File: config.mk
export PLATFORM = sky130hd
export DESIGN_NAME = led_digit_two_wire_transmitter
export DESIGN_NICKNAME = d
export VERILOG_FILES = /design/src/rtl/core/led2w_pkg.sv /design/src/rtl/core/led2w_frame_sel.sv /design/src/rtl/core/led2w_engine.sv /design/src/rtl/core/led_digit_two_wire_transmitter.sv
export SDC_FILE = /design/constraint.sdc
export NUM_CORES = 1
export LEC_CHECK = 0
export ABC_CLOCK_PERIOD_IN_PS = 4100
export BUFFER_PORTS_ARGS = -buffer_cell sky130_fd_sc_hd__buf_2
export CAP_MARGIN = 20
export CORE_MARGIN = 2
export CORE_UTILIZATION = 55
export CTS_BUF_LIST = sky130_fd_sc_hd__clkbuf_2 sky130_fd_sc_hd__clkbuf_4 sky130_fd_sc_hd__clkbuf_8
export DETAILED_ROUTE_END_ITERATION = 7
export PLACE_DENSITY = 0.74
export SLEW_MARGIN = 15
export SYNTH_ARGS = -nofsm -noshare
export SYNTH_HDL_FRONTEND = slang
export SYNTH_SLANG_ARGS = --single-unit
export TNS_END_PERCENT = 5
File: constraint.sdc
create_clock -name aclk -period 4.1 [get_ports aclk]
set_input_delay 0.82 -clock aclk [delete_from_list [all_inputs] [get_ports aclk]]
set_output_delay 0.82 -clock aclk [all_outputs]
set_load 0.005 [all_outputs]
File: src/rtl/core/led2w_pkg.sv
// ----------------------------------------------------------------------------
// led2w_pkg
// Shared types and constants for the two-wire LED digit display transmitter.
// ----------------------------------------------------------------------------
package led2w_pkg;

    localparam int MAX_DIGITS_DEF = 6;

    localparam int FUNC_W  = 2;
    localparam int INDEX_W = 3;
    localparam int BYTE_W  = 8;
    localparam int BRIGHT_W = 3;
    localparam int DIGITS_W = 3;
    localparam int CFG_ADDR_W = 1;
    localparam int CFG_DATA_W = 3;
    localparam int BITCNT_W = 4;

    localparam logic [BYTE_W-1:0]   CMD_DATA = 8'h40;
    localparam logic [BYTE_W-1:0]   CMD_ADDR = 8'hC0;
    localparam logic [BYTE_W-1:0]   CMD_CTRL = 8'h88;
    localparam logic [BITCNT_W-1:0] BITS_PER_BYTE = 4'd8;

    typedef enum logic [FUNC_W-1:0] {
        FUNC_WRITE  = 2'd0,
        FUNC_UPDATE = 2'd1,
        FUNC_TICK   = 2'd2
    } func_t;

    typedef enum logic [CFG_ADDR_W-1:0] {
        REG_BRIGHTNESS    = 1'd0,
        REG_DIGITS_IN_USE = 1'd1
    } cfg_reg_t;

    typedef enum logic [1:0] {
        STAGE_IDLE = 2'd0,
        STAGE_CMD  = 2'd1,
        STAGE_DATA = 2'd2,
        STAGE_CTRL = 2'd3
    } stage_t;

    // One tick per phase; pins listed are the levels after that phase.
    typedef enum logic [3:0] {
        PH_START_HIGH     = 4'd0,
        PH_START_DAT_LOW  = 4'd1,
        PH_BIT_CLK_LOW    = 4'd2,
        PH_BIT_DATA       = 4'd3,
        PH_BIT_CLK_HIGH   = 4'd4,
        PH_STOP_CLK_LOW   = 4'd5,
        PH_STOP_DAT_LOW   = 4'd6,
        PH_STOP_CLK_HIGH  = 4'd7,
        PH_STOP_DAT_HIGH  = 4'd8
    } phase_t;

    typedef struct packed {
        logic [FUNC_W-1:0]  func;
        logic [INDEX_W-1:0] digit_index;
        logic [BYTE_W-1:0]  digit_value;
    } item_t;

    typedef struct packed {
        logic busy_res;
        logic data_pin;
        logic clock_pin;
    } res_t;

    typedef struct packed {
        stage_t             stage;
        logic [BYTE_W-1:0]  first_byte;
        logic [INDEX_W-1:0] digit;
    } frame_t;

endpackage

File: src/rtl/core/led2w_frame_sel.sv
// ----------------------------------------------------------------------------
// led2w_frame_sel
// Picks the next frame: the first dirty digit at or after the start digit
// and below the scan limit, else the display control frame.
// ----------------------------------------------------------------------------
module led2w_frame_sel
    import led2w_pkg::*;
#(
    parameter int MAX_DIGITS = MAX_DIGITS_DEF
) (
    input  logic [MAX_DIGITS-1:0] dirty,
    input  logic [INDEX_W-1:0]    start_digit,
    input  logic [DIGITS_W-1:0]   limit,
    input  logic [BRIGHT_W-1:0]   brightness,
    output frame_t                frame
);

    logic               found;
    logic [INDEX_W-1:0] hit_digit;

    always_comb begin
        found     = 1'b0;
        hit_digit = start_digit;
        for (int i = 0; i < MAX_DIGITS; i++) begin
            if (!found && dirty[i] && (3'(i) >= start_digit) && (3'(i) < limit)) begin
                found     = 1'b1;
                hit_digit = 3'(i);
            end
        end
    end

    always_comb begin
        frame.digit = hit_digit;
        if (found) begin
            frame.stage      = STAGE_DATA;
            frame.first_byte = CMD_ADDR | {5'd0, hit_digit};
        end else begin
            frame.stage      = STAGE_CTRL;
            frame.first_byte = CMD_CTRL | {5'd0, brightness};
        end
    end

endmodule

File: src/rtl/core/led2w_engine.sv
// ----------------------------------------------------------------------------
// led2w_engine
// Digit store, dirty marks, configuration and the frame/phase sequencer.
// Computes the next state and the pin result for one request per cycle while step is high.
// ----------------------------------------------------------------------------
module led2w_engine
    import led2w_pkg::*;
#(
    parameter int MAX_DIGITS = MAX_DIGITS_DEF
) (
    input  logic                  aclk,
    input  logic                  aresetn,
    input  logic                  cfg_we,
    input  logic [CFG_ADDR_W-1:0] cfg_addr,
    input  logic [CFG_DATA_W-1:0] cfg_wdata,
    input  logic                  step,
    input  item_t                 item,
    output res_t                  result
);

    stage_t                stage_reg, stage_next;
    phase_t                phase_reg, phase_next;
    logic [BITCNT_W-1:0]   bit_cnt_reg, bit_cnt_next;
    logic                  second_byte_reg, second_byte_next;
    logic [INDEX_W-1:0]    cur_digit_reg, cur_digit_next;
    logic [BYTE_W-1:0]     shift_reg, shift_next;
    logic                  clk_reg, clk_next;
    logic                  dat_reg, dat_next;
    logic [MAX_DIGITS-1:0] dirty_reg, dirty_next;
    logic [BYTE_W-1:0]     store_reg [MAX_DIGITS];
    logic [BRIGHT_W-1:0]   brightness_reg;
    logic [DIGITS_W-1:0]   digits_reg;

    logic                  idx_ok;
    logic                  store_we;
    logic [DIGITS_W-1:0]   limit;
    logic [INDEX_W-1:0]    sel_start;
    logic [BYTE_W-1:0]     cur_byte;
    frame_t                frame;

    assign idx_ok   = item.digit_index < 3'(MAX_DIGITS);
    assign store_we = step && (item.func == FUNC_WRITE) && idx_ok;
    assign limit    = (digits_reg > 3'(MAX_DIGITS)) ? 3'(MAX_DIGITS) : digits_reg;
    assign sel_start = (stage_reg == STAGE_DATA) ? cur_digit_reg + 3'd1 : cur_digit_reg;

    // Segment byte of the digit being sent; out-of-range reads entry zero.
    always_comb begin
        cur_byte = store_reg[0];
        for (int i = 0; i < MAX_DIGITS; i++) begin
            if (cur_digit_reg == 3'(i)) begin
                cur_byte = store_reg[i];
            end
        end
    end

    led2w_frame_sel #(
        .MAX_DIGITS (MAX_DIGITS)
    ) u_frame_sel (
        .dirty       (dirty_reg),
        .start_digit (sel_start),
        .limit       (limit),
        .brightness  (brightness_reg),
        .frame       (frame)
    );

    // Next-state logic
    always_comb begin
        stage_next       = stage_reg;
        phase_next       = phase_reg;
        bit_cnt_next     = bit_cnt_reg;
        second_byte_next = second_byte_reg;
        cur_digit_next   = cur_digit_reg;
        shift_next       = shift_reg;
        clk_next         = clk_reg;
        dat_next         = dat_reg;
        dirty_next       = dirty_reg;

        if (step) begin
            case (item.func)
                FUNC_WRITE: begin
                    if (idx_ok) begin
                        dirty_next = dirty_reg | (MAX_DIGITS'(1) << item.digit_index);
                    end
                end
                FUNC_UPDATE: begin
                    if (stage_reg == STAGE_IDLE) begin
                        stage_next       = STAGE_CMD;
                        shift_next       = CMD_DATA;
                        phase_next       = PH_START_HIGH;
                        bit_cnt_next     = '0;
                        second_byte_next = 1'b0;
                        cur_digit_next   = '0;
                    end
                end
                FUNC_TICK: begin
                    if (stage_reg != STAGE_IDLE) begin
                        case (phase_reg)
                            PH_START_HIGH: begin
                                clk_next   = 1'b1;
                                dat_next   = 1'b1;
                                phase_next = PH_START_DAT_LOW;
                            end
                            PH_START_DAT_LOW: begin
                                dat_next     = 1'b0;
                                bit_cnt_next = '0;
                                phase_next   = PH_BIT_CLK_LOW;
                            end
                            PH_BIT_CLK_LOW: begin
                                clk_next   = 1'b0;
                                phase_next = PH_BIT_DATA;
                            end
                            PH_BIT_DATA: begin
                                // Once all data bits are sent, data is released for the acknowledge clock.
                                if (bit_cnt_reg < BITS_PER_BYTE) begin
                                    dat_next = shift_reg[bit_cnt_reg[2:0]];
                                end else begin
                                    dat_next = 1'b1;
                                end
                                phase_next = PH_BIT_CLK_HIGH;
                            end
                            PH_BIT_CLK_HIGH: begin
                                clk_next = 1'b1;
                                if (bit_cnt_reg < BITS_PER_BYTE) begin
                                    bit_cnt_next = bit_cnt_reg + 4'd1;
                                    phase_next   = PH_BIT_CLK_LOW;
                                end else if (stage_reg == STAGE_DATA && !second_byte_reg) begin
                                    second_byte_next = 1'b1;
                                    shift_next       = cur_byte;
                                    bit_cnt_next     = '0;
                                    phase_next       = PH_BIT_CLK_LOW;
                                end else begin
                                    phase_next = PH_STOP_CLK_LOW;
                                end
                            end
                            PH_STOP_CLK_LOW: begin
                                clk_next   = 1'b0;
                                phase_next = PH_STOP_DAT_LOW;
                            end
                            PH_STOP_DAT_LOW: begin
                                dat_next   = 1'b0;
                                phase_next = PH_STOP_CLK_HIGH;
                            end
                            PH_STOP_CLK_HIGH: begin
                                clk_next   = 1'b1;
                                phase_next = PH_STOP_DAT_HIGH;
                            end
                            PH_STOP_DAT_HIGH: begin
                                dat_next         = 1'b1;
                                phase_next       = PH_START_HIGH;
                                bit_cnt_next     = '0;
                                second_byte_next = 1'b0;
                                if (stage_reg == STAGE_CTRL) begin
                                    stage_next     = STAGE_IDLE;
                                    dirty_next     = '0;
                                    cur_digit_next = '0;
                                end else begin
                                    // Advance to the next dirty digit or the control frame
                                    stage_next     = frame.stage;
                                    shift_next     = frame.first_byte;
                                    cur_digit_next = frame.digit;
                                end
                            end
                            default: begin
                                phase_next = PH_START_HIGH;
                            end
                        endcase
                    end
                end
                default: begin
                end
            endcase
        end
    end

    // Result of this request: pins and busy after the update
    always_comb begin
        result.clock_pin = clk_next;
        result.data_pin  = dat_next;
        result.busy_res  = (stage_next != STAGE_IDLE);
    end

    always_ff @(posedge aclk) begin
        if (!aresetn) begin
            stage_reg       <= STAGE_IDLE;
            phase_reg       <= PH_START_HIGH;
            bit_cnt_reg     <= '0;
            second_byte_reg <= 1'b0;
            cur_digit_reg   <= '0;
            shift_reg       <= '0;
            clk_reg         <= 1'b1;
            dat_reg         <= 1'b1;
            dirty_reg       <= '0;
        end else begin
            stage_reg       <= stage_next;
            phase_reg       <= phase_next;
            bit_cnt_reg     <= bit_cnt_next;
            second_byte_reg <= second_byte_next;
            cur_digit_reg   <= cur_digit_next;
            shift_reg       <= shift_next;
            clk_reg         <= clk_next;
            dat_reg         <= dat_next;
            dirty_reg       <= dirty_next;
        end
    end

    always_ff @(posedge aclk) begin
        if (!aresetn) begin
            for (int i = 0; i < MAX_DIGITS; i++) begin
                store_reg[i] <= '0;
            end
        end else if (store_we) begin
            for (int i = 0; i < MAX_DIGITS; i++) begin
                if (item.digit_index == 3'(i)) begin
                    store_reg[i] <= item.digit_value;
                end
            end
        end
    end

    always_ff @(posedge aclk) begin
        if (!aresetn) begin
            brightness_reg <= 3'd7;
            digits_reg     <= 3'd4;
        end else if (cfg_we) begin
            case (cfg_reg_t'(cfg_addr))
                REG_BRIGHTNESS:    brightness_reg <= cfg_wdata;
                REG_DIGITS_IN_USE: digits_reg     <= cfg_wdata;
                default: begin
                end
            endcase
        end
    end

endmodule

File: src/rtl/core/led_digit_two_wire_transmitter.sv
// ----------------------------------------------------------------------------
// led_digit_two_wire_transmitter
// Bit-banged serial writer for a two-wire LED digit display.
// ----------------------------------------------------------------------------
// Each request on the s_ channel gives exactly one result on the m_ channel:
// the clock and data pin levels and the busy flag after that request. The
// block takes one request per cycle while no result stalls it; a request
// lands in an input register, the sequencer updates its state and forms the
// result, and the result sits in an output register. Only a result held by
// m_tready low stalls the input. Write requests store a segment byte and
// mark the digit dirty; an update request while idle arms a transaction
// that each following tick request plays out by one pin phase (start,
// LSB-first bytes each with an acknowledge clock, stop).
// Configuration writes take effect at once.
// ----------------------------------------------------------------------------
module led_digit_two_wire_transmitter
    import led2w_pkg::*;
#(
    parameter int MAX_DIGITS = MAX_DIGITS_DEF
) (
    input  logic                  aclk,
    input  logic                  aresetn,
    input  logic                  cfg_we,
    input  logic [CFG_ADDR_W-1:0] cfg_addr,
    input  logic [CFG_DATA_W-1:0] cfg_wdata,
    input  logic                  s_tvalid,
    output logic                  s_tready,
    input  logic [15:0]           s_tdata,   // digit_index[2:0], digit_value[10:3]
    input  logic [FUNC_W-1:0]     s_tuser,   // func[1:0]
    output logic                  m_tvalid,
    input  logic                  m_tready,
    output logic [7:0]            m_tdata    // clock_pin[0], data_pin[1], busy_res[2]
);

    logic  in_valid_reg;
    item_t in_item_reg;
    logic  out_valid_reg;
    res_t  out_res_reg;
    logic  advance;
    res_t  result;

    assign advance  = in_valid_reg && (!out_valid_reg || m_tready);
    assign s_tready = !in_valid_reg || advance;

    always_ff @(posedge aclk) begin
        if (!aresetn) begin
            in_valid_reg <= 1'b0;
        end else if (s_tready) begin
            in_valid_reg <= s_tvalid;
        end
    end

    always_ff @(posedge aclk) begin
        if (s_tvalid && s_tready) begin
            in_item_reg.func        <= s_tuser;
            in_item_reg.digit_index <= s_tdata[2:0];
            in_item_reg.digit_value <= s_tdata[10:3];
        end
    end

    led2w_engine #(
        .MAX_DIGITS (MAX_DIGITS)
    ) u_engine (
        .aclk      (aclk),
        .aresetn   (aresetn),
        .cfg_we    (cfg_we),
        .cfg_addr  (cfg_addr),
        .cfg_wdata (cfg_wdata),
        .step      (advance),
        .item      (in_item_reg),
        .result    (result)
    );

    always_ff @(posedge aclk) begin
        if (!aresetn) begin
            out_valid_reg <= 1'b0;
        end else if (advance) begin
            out_valid_reg <= 1'b1;
        end else if (m_tready) begin
            out_valid_reg <= 1'b0;
        end
    end

    always_ff @(posedge aclk) begin
        if (advance) begin
            out_res_reg <= result;
        end
    end

    assign m_tvalid = out_valid_reg;
    assign m_tdata  = {5'd0, out_res_reg.busy_res, out_res_reg.data_pin, out_res_reg.clock_pin};

    // Idle bus always rests with both lines high.
    a_idle_pins_high: assert property (@(posedge aclk) disable iff (!aresetn)
        (m_tvalid && !m_tdata[2]) |-> (m_tdata[0] && m_tdata[1]))
        else $error("idle result with a pin driven low");

    // Input stalls only behind a stalled result.
    a_stall_cause: assert property (@(posedge aclk) disable iff (!aresetn)
        !s_tready |-> (m_tvalid && !m_tready))
        else $error("input stalled without output backpressure");

    // A request that moves into processing yields a result next cycle.
    a_result_follows: assert property (@(posedge aclk) disable iff (!aresetn)
        advance |=> m_tvalid)
        else $error("processed request produced no result");

endmodule
==> metrics.cfg <==
[global_routing]
grt_pass1_wl_um = 19500
grtUsageMet2 = 0.368
grt.overflow.total = 0
grt_max_degree = 31
antenna_found_initial = 0
grt_usage = 0.247
grt_pass1_vias = 3788
grt-busiest-layer = met1
grt_use_met3 = 0.0328
grt_use_met1 = 0.379

[floorplan]
dieArea_um2 = 10500
die_h_um = 102
ioPinCount = 37
core_area_um2 = 9330
die_x_um = 102
rows = 35
start_util = 0.570

[critical_path]
required_ps = 4370
arrival_ps = 3220
max_stage_delay_ps = 670
crit_chain = or3b_1 > a2bb2oi_1 > o31ai_1 > o2111a_1 > mux2_2 > a32o_1
start_kind = register
end_kind = register
path_max_fanout = 18
crit_type = reg -> reg
crit_slowest_cell = dfxtp_1

[min_path]
hold_path_class = reg -> reg

[yosys]
synth_edf_count = 64
synth_warnings = 0
synth_seq_cells = 102
ys_types = 70
yosysSeqAreaShare = 0.504
synth_cells = 539
syn_area_per_cell_um2 = 9.87
synth_top_flop_cell = edfxtp_1
async_flop_share = 0
synth_area_um2 = 5320

[route]
viasPerCell = 5.99
drc = 0
drtPass1Iterations = 5
routedWlPerCell_um = 17.5
vias = 4160
drt-initial-drc-count = 368
drt-total-wl_um = 12200
postRouteAntennaNets = 0

[layout]
final_util = 0.620
antenna_cells = 0
final_area_um2 = 5780
layout-drive-gt1-share = 0.115
syn2layout_area_growth_pct = 8.63
layout_common_cells = edfxtp_1 (64), nand2_1 (57), and2_1 (54)
largest_register_ffs = 48
layout_commonest_cell = edfxtp_1
fillers = 773
nets = 596
final_cells = 694

[outcome]
status = completed

[placement]
dp_hpwl_um = 8820
place_congestion = 0.878
placed_cells = 677
io_buffer_count = 26
dp_slack_ps = 1170
dpl_cell_area_um2 = 5570

[clock_network]
post_cts_resized = 0
postCtsSetupBuffers = 0
cts_tree = built
path_clk_slew_ps = 110
ctsLongestPathBuffers = 2
clk-insertion-delay-late_ps = 380
htreeDepth = 3
clockRootBuffer = clkbuf_8
ctsHoldBuffers = 0
numCtsBuffers = 9
cts.sinks = 102

[sta]
slew_headroom = 0.479
clock.fmax_ghz = 0.340
drv_slew = 0
finalWorstSetupSlack_ps = 1150
whs_ps = 474
setup_viol = 0
fin_skew_ps = 13.4
rsz0062_at_grt = no
hold_violations = 0
min_period_ps = 2950
tns_ps = 0
period_share = 0.718
tightest_slew_ps = 774

[pwr]
powerDensity_nw_per_um2 = 330
p_leak_nw = 2.06
pwr-share-clk = 0.346
p_switching_mw = 0.497
p_seq_frac = 0.601
peakVddDrop_uv = 281
p_comb_frac = 0.053
sw_frac_of_total = 0.260
finalPower_mw = 1.91
intPower_mw = 1.41

[job]
cap_violations = 0

[cells by family (layout without fill, tap and decap cells)]
family          count (synthesis)  count (layout)  share of synthesized area
buf+inv                        52              74                     0.0407
mux                            10              10                     0.0245
fa+ha+maj                       9               9                     0.0212
other cells                     1               5                   0.000705
flops                         102             102                      0.504
xor+xnor                        2               2                    0.00329
compound gates                150             150                      0.189
simple gates                  213             213                      0.217
[cells in the mapped netlist (7+ instances only)]
master / n / area [um2]
and2_1: 54 / 338
dfxtp_1: 38 / 761
nand2_1: 57 / 214
nor2b_1: 10 / 62.6
o21ai_0: 35 / 175
edfxtp_1: 64 / 1920
nor2_1: 25 / 93.8
inv_1: 21 / 78.8
clkbuf_1: 23 / 86.3
ha_1: 9 / 113
nand2b_1: 9 / 56.3
a21oi_1: 28 / 140
nand3_1: 15 / 75.1
a31oi_1: 10 / 62.6
a21boi_1: 7 / 52.6
[routing by layer]
layer	vias to the layer above	part of all wire
li1	2011	-
met1	1977	0.47
met2	152	0.45
met3	20	0.069
met4	0	0.017
met5	-	0
[power by group through the flow]
| stage | sequential, mW | combinational, mW | clock (mW) |
|---|---|---|---|
| after floorplan | 1.16 | 0.0706 | 0 |
| after global placement | 1.17 | 0.0960 | 0 |
| after detailed placement | 1.17 | 0.0988 | 0 |
| after CTS | 1.15 | 0.0992 | 0.669 |
| after global routing | 1.15 | 0.112 | 0.706 |
| final | 1.15 | 0.100 | 0.662 |
[cell type report]
cell class | instances | area, um2 | share of cell area
sequential | 102 | 2680 | 0.464
multi-input combinational | 389 | 2440 | 0.422
timing repair buffer | 37 | 210 | 0.0364
tap | 129 | 161 | 0.0279
clock buffer | 9 | 124 | 0.0214
clock inverter | 7 | 86.3 | 0.0149
inverter | 21 | 78.8 | 0.0136
[critical path: cells and delay by family (launching register included)]
| kind | cells | cell delay (ps) |
|---|---|---|
| compound gates | 4 | 1310 |
| flops | 1 | 670 |
| mux | 1 | 400 |
| simple gates | 1 | 460 |
[path summary, 6_finish.rpt]
kind / startpoint / end / slack (ps) / cells after the start
min reg2reg: u_engine.shift_reg[4]$_SDFFE_PN0P_ / u_engine.shift_reg[4]$_SDFFE_PN0P_ / 470 / 2
max reg2reg: u_engine.stage_reg[1]$_SDFF_PN0_ / u_engine.shift_reg[0]$_SDFFE_PN0P_ / 1150 / 6
max: u_engine.stage_reg[1]$_SDFF_PN0_ / u_engine.shift_reg[0]$_SDFFE_PN0P_ / 1150 / 6
min: u_engine.shift_reg[4]$_SDFFE_PN0P_ / u_engine.shift_reg[4]$_SDFFE_PN0P_ / 470 / 2
(Power assumes the default switching activity.)
